### src/rtl/core/shmu_pkg.sv
`timescale 1ns / 1ps

package shmu_pkg;

  localparam int AMP_LEN = 12;
  localparam int THR_W   = 12;

  localparam logic [THR_W-1:0] THRESHOLD_RESET = 12'd50;
  localparam logic [5:0]       POS_MIN         = 6'd1;
  localparam logic [5:0]       POS_MAX         = 6'd31;

  localparam logic OP_SAMPLE = 1'b0;
  localparam logic OP_READ   = 1'b1;

  typedef struct packed {
    logic        operation;
    logic        axis;
    logic [3:0]  strip;
    logic [11:0] amplitude;
    logic        event_last;
    logic [4:0]  bin_x;
    logic [4:0]  bin_y;
  } in_req_t;

  typedef struct packed {
    logic [4:0]  x_position;
    logic [4:0]  y_position;
    logic        x_found;
    logic        y_found;
    logic        map_filled;
    logic [31:0] bin_count;
  } out_req_t;

  typedef enum logic [1:0] {
    ST_CLEAR,
    ST_IDLE,
    ST_LOOKUP,
    ST_UPDATE
  } state_t;

  typedef struct packed {
    logic clear_we;
    logic take;
    logic commit;
  } cmd_t;

  typedef struct packed {
    logic result_item;
    logic clear_last;
  } sts_t;

endpackage

### src/rtl/core/shmu_ctrl.sv
`timescale 1ns / 1ps

module shmu_ctrl import shmu_pkg::*; (
  input  logic clk,
  input  logic rst_n,
  input  logic in_valid,
  output logic in_stall,
  output logic out_valid,
  input  logic out_stall,
  input  sts_t sts,
  output cmd_t cmd
);

  state_t state_r, state_nxt;
  logic   out_valid_r, out_valid_nxt;
  logic   slot_free;

  assign slot_free = !out_valid_r || !out_stall;

  always_comb begin
    state_nxt = state_r;
    case (state_r)
      ST_CLEAR: begin
        if (sts.clear_last) state_nxt = ST_IDLE;
      end
      ST_IDLE: begin
        if (in_valid && sts.result_item) state_nxt = ST_LOOKUP;
      end
      ST_LOOKUP: begin
        if (slot_free) state_nxt = ST_UPDATE;
      end
      ST_UPDATE: begin
        state_nxt = ST_IDLE;
      end
      default: begin
        state_nxt = ST_CLEAR;
      end
    endcase
  end

  always_comb begin
    cmd      = '0;
    in_stall = 1'b1;
    case (state_r)
      ST_CLEAR: begin
        cmd.clear_we = 1'b1;
      end
      ST_IDLE: begin
        in_stall = 1'b0;
        cmd.take = in_valid;
      end
      ST_LOOKUP: begin
        cmd = '0;
      end
      ST_UPDATE: begin
        cmd.commit = 1'b1;
      end
      default: begin
        cmd = '0;
      end
    endcase
  end

  always_comb begin
    out_valid_nxt = out_valid_r;
    if (cmd.commit) begin
      out_valid_nxt = 1'b1;
    end else if (!out_stall) begin
      out_valid_nxt = 1'b0;
    end
  end

  always_ff @(posedge clk) begin
    if (!rst_n) begin
      state_r     <= ST_CLEAR;
      out_valid_r <= 1'b0;
    end else begin
      state_r     <= state_nxt;
      out_valid_r <= out_valid_nxt;
    end
  end

  assign out_valid = out_valid_r;

  // result slot must be empty when a result is loaded
  a_commit_slot_free: assert property (@(posedge clk) disable iff (!rst_n)
    cmd.commit |-> !out_valid_r)
    else $error("result loaded over a pending result");

  a_commit_gives_valid: assert property (@(posedge clk) disable iff (!rst_n)
    cmd.commit |=> out_valid_r)
    else $error("result not presented after commit");

  a_lookup_after_take: assert property (@(posedge clk) disable iff (!rst_n)
    (state_r == ST_LOOKUP && $past(state_r) == ST_IDLE) |-> $past(cmd.take))
    else $error("lookup started without a request");

endmodule

### config.mk
export PLATFORM = sky130hd
export DESIGN_NAME = shmu_ctrl
export DESIGN_NICKNAME = d
export VERILOG_FILES = /design/src/rtl/core/shmu_pkg.sv /design/src/rtl/core/shmu_ctrl.sv
export SDC_FILE = /design/constraint.sdc
export NUM_CORES = 1
export LEC_CHECK = 0
export BUFFER_PORTS_ARGS = -buffer_cell sky130_fd_sc_hd__buf_4
export CORE_AREA = 2 2 39 41
export DETAILED_ROUTE_END_ITERATION = 8
export DIE_AREA = 0 0 41 43
export GPL_ROUTABILITY_DRIVEN = 1
export GPL_TIMING_DRIVEN = 0
export PLACE_DENSITY = 0.46
export REMOVE_ABC_BUFFERS = 1
export SLEW_MARGIN = 25
export SYNTH_ARGS = -nofsm -noshare
export SYNTH_HDL_FRONTEND = slang
export SYNTH_SLANG_ARGS = --single-unit
### constraint.sdc
create_clock -name clk -period 1.7 [get_ports clk]
set_input_delay 0.085 -clock clk [delete_from_list [all_inputs] [get_ports clk]]
set_output_delay 0.085 -clock clk [all_outputs]
set_load 0.02 [all_outputs]
==> flow_summary_export.csv, run 1 <==
group,metric,value,unit
run_status,status,"finished, final reports clean",
timing,tns,0,ps
worst_setup_path,path_cells,"inv_1, ha_1, and3_4, a221oi_4, mux2i_1",
worst_setup_path,critical_path_class,"flop to flop",
timing,finClkSkew,1.565,ps
synth,netlist_instances,24,
flow_run,cap_violations,0,
die,io_pins,11,
synth,synth_xor_area_frac,0,
finish,fin_nets,48,
timing,maxSlewViolCount,0,
cts,cts_made_buffers,3,
finish,antenna_cells,0,
pwr,ir_drop,316.6,uV
synth,yosys.area_share.simple,0.1878,
cts,post_cts_buffers,0,
die,dieArea,0.001763,mm^2
route,viasPerCell,3.547,
worst_setup_path,start_kind,"flop",
grt,grt_overflow_total,0,
grt,grt_max_degree,6,
synth,yosysTopAreaCell,"dfxtp_1",
worst_setup_path,slowest_stage,"dfxtp_1",
cts,cts_tree,"built",
synth,synth.area.mux_share,0.08840,
route,drt_iter0_drc,0,
finish,syn2layout_area_growth,50.28,%
route,wire_per_inst,7.509,um
timing,worst_slack,360.1,ps
hold_path,hp-class,"primary input to flop",
worst_setup_path,worstSetupEndpointType,"flop",
timing,fmax,746.3,MHz
route,ant_nets,0,
synth,synthAdderAreaFrac,0.2210,
synth,synth_top_area_share,0.2652,
worst_setup_path,critPathMaxStageDelay,380,ps
timing,rsz0062_at_grt,"false",
placed_design,gp_congestion,0.5997,
die,die_h,43,um
timing,hold_ws,128.5,ps
synth,yosysWarnings,0,
pwr,power_density,1371,mW/mm^2
route,wirelength,398,um
grt,grt_pass1_wl,648,um
route,drtPass1Iterations,1,
synth,netlist_area,226.5,um^2
cts,hold_buffers,0,
synth,ys_ff_latch,3,
placed_design,dp_slack,347.0,ps
worst_setup_path,critPathRequiredTime,1860,ps
timing,hold_viol,0,
cts,ctsHtreeMaxLevel,1,
timing,period_minus_slack,1340,ps
finish,final_common_cell,"buf_4",
finish,drive_above_1_share,0.4054,
cts,clk_latency,230,ps
grt,grt_pass1_vias,185,
die,initial_core_util,0.1637,
cts,cts_root_buf,"clkbuf_4",
synth,avgSynthCellArea,9.436,um^2
route,drc_errors,0,
finish,final_cell_mix,"buf_4 (10), nand2_1 (5), inv_1 (4), ha_1 (4)",
synth,synth_area_leaders,"dfxtp_1 (27%), ha_1 (22%), a221oi_4 (12%), mux2i_1 (8.8%), nand2_1 (8.3%)",
placed_design,numPortBuffers,10,
grt,grt_util_all_layers,0.05918,
timing,setup_viol,0,
timing,relSlewSlack,0.8230,
worst_setup_path,path_max_fanout,4,
synth,synth_top_family_by_area,"adder cells",
pwr,leakage,0.1702,nW
synth,ys_types,11,
die,coreArea,0.001384,mm^2
synth,synth-seq-area-share,0.2652,
timing,fin_crit_sh,0.7882,
cts,clock_path_buffers,2,
die,rows,14,
route,vias,188,
die,fp.dieW,41,um
synth,synth_compound_area_frac,0.1381,
grt,grt_antenna_before_repair,0,
worst_setup_path,crit_arrival,1500,ps
cts,post_cts_resized,0,
cts,clk_pin_slew,40,ps
timing,tightest_slew,265.6,ps
cts,clkSinkCount,3,
==> flip-flops by register name (all words and copies together), names as in the netlist <==
register,count
out_valid,1
state_r,2
==> report_power, final <==
group	total (W)	leakage (nW)	switching [W]	internal, W
sequential	0.000109	0.0246	0.0000188	0.0000899
clock	0.000121	0.0150	0.0000333	0.0000877
combinational	0.000237	0.131	0.000122	0.000114
total	0.000466	0.170	0.000174	0.000292
==> layer usage <==
layer | track usage | up-vias | share of wire
li1 | - | 100 | -
met1 | 0.05769 | 82 | 0.33
met2 | 0.08125 | 6 | 0.58
met3 | 0.01571 | 0 | 0.088
met4 | 0.08000 | 0 | 0
met5 | 0 | - | 0
==> cell usage after synthesis <==
master	number
ha_1	4
mux2i_1	2
and2_1	1
buf_4	1
dfxtp_1	3
nor2b_1	1
a21oi_1	1
and3_4	1
nand2_1	5
inv_1	4
a221oi_4	1
==> cell type report <==
cell class / count / area, um^2
timing repair buffer: 10 / 75.07
inverter: 4 / 15.01
multi-input combinational: 16 / 143.9
sequential: 3 / 60.06
fill: 165 / 1044
tap: 16 / 20.02
clock buffer: 4 / 26.28
==> critical path: cells and delay by family, from the launching register on <==
| family | cells | cell delay, ps |
|---|---|---|
| buffers and inverters | 1 | 80 |
| adders and majority gates | 1 | 190 |
| AOI/OAI and AO/OA | 1 | 230 |
| DFF | 1 | 380 |
| muxes | 1 | 210 |
| and+or+nand+nor | 1 | 180 |
==> path summary, 6_finish.rpt <==
path,slack (ps),start,cells past startpoint,endpoint
worst min register to register,500,state_r[1],2,state_r[1]
worst max register to register,360,state_r[0],5,state_r[1]
worst max-delay path,360,state_r[0],5,state_r[1]
worst min-delay path,130,rst_n,2,out_valid
==> kinds of logic (layout without fill, tap and decap cells) <==
logic type      count (synthesis)  after routing
fa+ha+maj                       4              4
buf+inv                         5             18
simple gates                    8              8
compound gates                  2              2
flops                           3              3
mux                             2              2
==> metrics by stage <==
stage | utilization | instances | power [W] | area (um^2)
global route | 0.2459 | 53 | 0.0005152 | 340.3
finish | 0.2459 | 53 | 0.0004665 | 340.3
floorplan | - | 23 | 0.0002743 | 219.0
CTS | 0.2459 | 53 | 0.0004814 | 340.3
global placement | 0.2269 | 49 | 0.0003502 | 314.1
detailed placement | 0.2269 | 49 | 0.0003529 | 314.1
No activity file was read; power rests on OpenSTA's default activity.
==> run 2: changes to the inputs <==
clock period = 1.3 ns   (was 1.7 ns; I/O delays follow)
==> flow_summary_export.csv, run 2 (synthesis gave the netlist of run 1 again) <==
group,metric,value,unit
worst_setup_path,r2r.worst_path.cells,5,
timing,tightest_slew,257.1,ps
timing,maxSlewViolCount,0,
worst_setup_path,path_max_fanout,4,
timing,setup_viol,0,
finish,top_register,"state_r",
pwr,power_density,1779,mW/mm^2
worst_setup_path,r2r-start,"state_r[0]",
grt,use_met1,0.05769,
cts,cts_made_buffers,3,
worst_setup_path,rrSetupSlack,80,ps
route,drtPass1Iterations,1,
route,drc_errors,0,
grt,grt_pass1_vias,190,
hold_path,min-delay-start,"rst_n",
die,rows,14,
finish,syn2layout_area_growth,65.75,%
run_status,status,"finished, final reports clean",
grt,grt_max_degree,6,
timing,relSlewSlack,0.8286,
worst_setup_path,crit_family,"flip-flops",
cts,clk_pin_slew,30,ps
timing,fmax,818.0,MHz
grt,grt-busiest-layer,"met2",
worst_setup_path,cp.depth,5,
die,fp.dieW,41,um
finish,finalNonFillerCells,54,
placed_design,gp_congestion,0.5997,
cts,cts_tree,"built",
cts,clk_latency,230,ps
finish,final_core_util,0.2712,
hold_path,min_path_cells,2,
grt,global_route.usage.met2,0.08438,
finish,final_cell_mix,"buf_4 (11), nand2_1 (5), inv_1 (3), clkbuf_4 (3)",
worst_setup_path,start_kind,"flop",
finish,fin_nets,49,
pwr,leakage,0.1746,nW
die,io_pins,11,
placed_design,dp_slack,-53.02,ps
worst_setup_path,slowest_stage,"dfxtp_4",
cts,ctsHtreeMaxLevel,1,
placed_design,numPortBuffers,10,
worst_setup_path,critical_path_class,"flop to flop",
route,drt_iter0_drc,0,
die,coreArea,0.001384,mm^2
finish,final.fill_count,162,
hold_path,hp-class,"primary input to flop",
route,wire_per_inst,7.796,um
worst_setup_path,crit_buf_inv,1,
cts,clock_path_buffers,2,
finish,drive_above_1_share,0.5789,
worst_setup_path,critPathRequiredTime,1450,ps
route,vias,199,
die,dieArea,0.001763,mm^2
worst_setup_path,crit_arrival,1370,ps
timing,rsz0062_at_grt,"true",
route,wirelength,421,um
route,ant_nets,0,
placed_design,place_inst,49,
finish,antenna_cells,0,
finish,seqCellArea,67.56,um^2
finish,largest_reg_flops,2,
timing,finClkSkew,1.245,ps
cts,cts_root_buf,"clkbuf_4",
grt,grt_antenna_before_repair,0,
route,viasPerCell,3.685,
timing,worst_slack,77.51,ps
worst_setup_path,critPathMaxStageDelay,360,ps
die,initial_core_util,0.1637,
timing,hold_viol,0,
grt,grt_pass1_wl,662,um
finish,final_common_cell,"buf_4",
grt,grt_overflow_total,0,
cts,clkSinkCount,3,
worst_setup_path,setup.worst_path.end,"state_r[0]",
worst_setup_path,path_cells,"inv_4, ha_4, and3_4, a221oi_4, mux2i_1",
flow_run,cap_violations,0,
finish,multi_input_area,161.4,um^2
grt,gr-usage-met3,0.01571,
worst_setup_path,cp-startpoint,"state_r[0]",
timing,period_minus_slack,1222,ps
worst_setup_path,worstSetupEndpointType,"flop",
pwr,ir_drop,410.8,uV
die,die_h,43,um
grt,grt_util_all_layers,0.06018,
worst_setup_path,reg2reg_to,"state_r[0]",
timing,fin_crit_sh,0.9404,
[run 2: changes by cell type in the layout (fill, tap and decap cells not counted), sizes merged]
cell / previous run / this run
buf: 10 / 11
[run 2: stage by stage]
stage / power (W) / TNS (ps) / area (um^2) / hold WS, ps
CTS: 0.0006532 / 0 / 349.1 / 104.5
floorplan: 0.0003588 / 0 / 219.0 / 193.2
global placement: 0.0004580 / -92.32 / 314.1 / 340.0
finish: 0.0006678 / 0 / 375.4 / 109.3
global route: 0.0007388 / -26.10 / 375.4 / 143.9
detailed placement: 0.0004615 / -104.2 / 314.1 / 344.4
[run 2: what timing repair did]
item,CTS,global route
cloned,0,0
pin swaps,0,3
endpoints found under the setup margin,2,3
setup buffers,1,0
hold buffers,0,0
gates resized for setup,2,8
[run 2: final cells by class]
type / instances / area share
multi-input combinational: 16 / 0.4300
timing repair buffer: 11 / 0.2200
sequential: 3 / 0.1800
clock buffer: 4 / 0.07000
tap: 16 / 0.05333
inverter: 4 / 0.04667
[run 2: where the power goes]
group          switching, W  internal, W
Combinational      0.000171     0.000177
Clock             0.0000430     0.000115
Sequential        0.0000341     0.000129
[run 2: worst min-delay path by stage]
| stage | slack, ps | end |
|---|---|---|
| 2_1_floorplan | 190 | out_valid |
| 5_1_grt | 140 | state_r[1] |
| 3_5_place_dp | 340 | out_valid |
| 6_report | 110 | out_valid |
| 3_3_place_gp | 340 | out_valid |
| 4_1_cts | 100 | out_valid |
[run 2: per-layer routing]
metal / share of wire / up-vias / wire, um
met5: 0 / - / 0
met4: 0 / 0 / 0
met3: 0.083 / 0 / 35
met2: 0.60 / 6 / 254
met1: 0.31 / 90 / 132
li1: - / 103 / -
==> run 3: changes to the inputs <==
CTS_BUF_LIST = sky130_fd_sc_hd__clkbuf_8   (was default)
==> flow_summary_export.csv, run 3 (synthesis gave the netlist of run 1 again) <==
group,metric,value,unit
timing,worst_slack,79.22,ps
route,vias,199,
grt,grt_max_degree,6,
worst_setup_path,worstSetupEndpointType,"flop",
placed_design,dp_slack,-53.02,ps
timing,finClkSkew,1.101,ps
die,rows,14,
cts,ctsHtreeMaxLevel,1,
worst_setup_path,start_kind,"flop",
timing,tightest_slew,257.1,ps
grt,grt_pass1_wl,690,um
grt,grt_pass1_vias,196,
pwr,leakage,0.1865,nW
route,viasPerCell,3.685,
route,ant_nets,0,
cts,cts_root_buf,"clkbuf_8",
cts,clkSinkCount,3,
timing,rsz0062_at_grt,"true",
worst_setup_path,critPathRequiredTime,1430,ps
timing,relSlewSlack,0.8286,
finish,top_register,"state_r",
timing,fin_crit_sh,0.9391,
flow_run,cap_violations,0,
placed_design,postPlaceCellArea,314.1,um^2
route,wirelength,430,um
timing,setup_viol,0,
worst_setup_path,critical_path_class,"flop to flop",
finish,final_common_cell,"buf_4",
cts,cts_made_buffers,3,
pwr,power_density,1946,mW/mm^2
finish,syn2layout_area_growth,74.03,%
pwr,comb_power_share,0.453,
grt,grt_antenna_before_repair,0,
finish,final_cell_mix,"buf_4 (11), nand2_1 (5), inv_1 (4)",
die,die_h,43,um
pwr,sw_frac_of_total,0.3405,
timing,hold_viol,0,
die,dieArea,0.001763,mm^2
die,initial_core_util,0.1637,
finish,seqCellArea,67.56,um^2
finish,antenna_cells,0,
pwr,p_int,0.0005059,W
finish,multi_input_area,161.4,um^2
route,drc_errors,0,
worst_setup_path,crit_arrival,1350,ps
worst_setup_path,path_max_fanout,4,
finish,stdcell_area,394.1,um^2
pwr,pwr-share-clk,0.335,
grt,grt_overflow_total,0,
hold_path,hp-class,"primary input to flop",
cts,hold_buffers,0,
route,drt_iter0_drc,0,
cts,cts_tree,"built",
pwr,seq_power_share,0.212,
finish,drive_above_1_share,0.5789,
pwr,p_sw,0.0002612,W
pwr,ir_drop,543.2,uV
placed_design,numPortBuffers,10,
die,coreArea,0.001384,mm^2
cts,clock_path_buffers,2,
timing,hold_ws,124.9,ps
finish,final_core_util,0.2848,
finish,fin_nets,49,
cts,clk_pin_slew,30,ps
timing,tns,0,ps
placed_design,gp_congestion,0.5997,
run_status,status,"finished, final reports clean",
timing,period_minus_slack,1221,ps
route,wire_per_inst,7.963,um
finish,largest_reg_flops,2,
cts,clk_latency,210,ps
route,drtPass1Iterations,1,
die,io_pins,11,
timing,fmax,819.1,MHz
timing,maxSlewViolCount,0,
finish,final.fill_count,160,
grt,grt_util_all_layers,0.06419,
die,fp.dieW,41,um
==> run 3: final cells by class <==
class,instances,area share
Multi-Input combinational cell,16,0.4095
Inverter,4,0.04444
Clock inverter,1,0.009524
Clock buffer,3,0.1048
Sequential cell,3,0.1714
Tap cell,16,0.05079
Timing Repair Buffer,11,0.2095
==> run 3: power groups by stage <==
stage	clock (W)	sequential, W	combinational (W)
after global placement	0	0.000144	0.000314
after global routing	0.000277	0.000169	0.000394
after floorplan	0	0.000143	0.000216
after detailed placement	0	0.000144	0.000318
final	0.000257	0.000163	0.000347
after CTS	0.000267	0.000146	0.000338
==> run 3: final timing paths <==
check | startpoint | to | slack [ps] | cells after the start
setup / recovery | state_r[0] | state_r[0] | 80 | 5
hold / removal | rst_n | out_valid | 120 | 2
setup reg to reg | state_r[0] | state_r[0] | 80 | 5
hold reg to reg | state_r[1] | state_r[1] | 500 | 2
==> run 3: layer usage <==
metal | vias to the layer above | global-route usage | wire length [um]
met1 | 90 | 0.06090 | 140
li1 | 103 | - | -
met5 | - | 0 | 0
met3 | 0 | 0.03141 | 35
met4 | 0 | 0.08000 | 0
met2 | 6 | 0.08438 | 255
==> run 3: per-stage QoR <==
stage	cells	power, W
after floorplan	23	0.0003588
after global placement	49	0.0004580
after detailed placement	49	0.0004615
after CTS	54	0.0007513
after global routing	54	0.0008398
final	54	0.0007670
==> run 3: critical path, stage by stage (launching register included) <==
cell and delay [ps]:
dfxtp_4 360, inv_4 40, ha_4 140, and3_4 160
a221oi_4 230, mux2i_1 210
==> run 3: what timing repair did <==
action | 4_1_cts | 5_1_grt
setup endpoints to repair | 2 | 3
setup buffers | 1 | 0
pin swaps | 0 | 3
resized for setup | 2 | 8
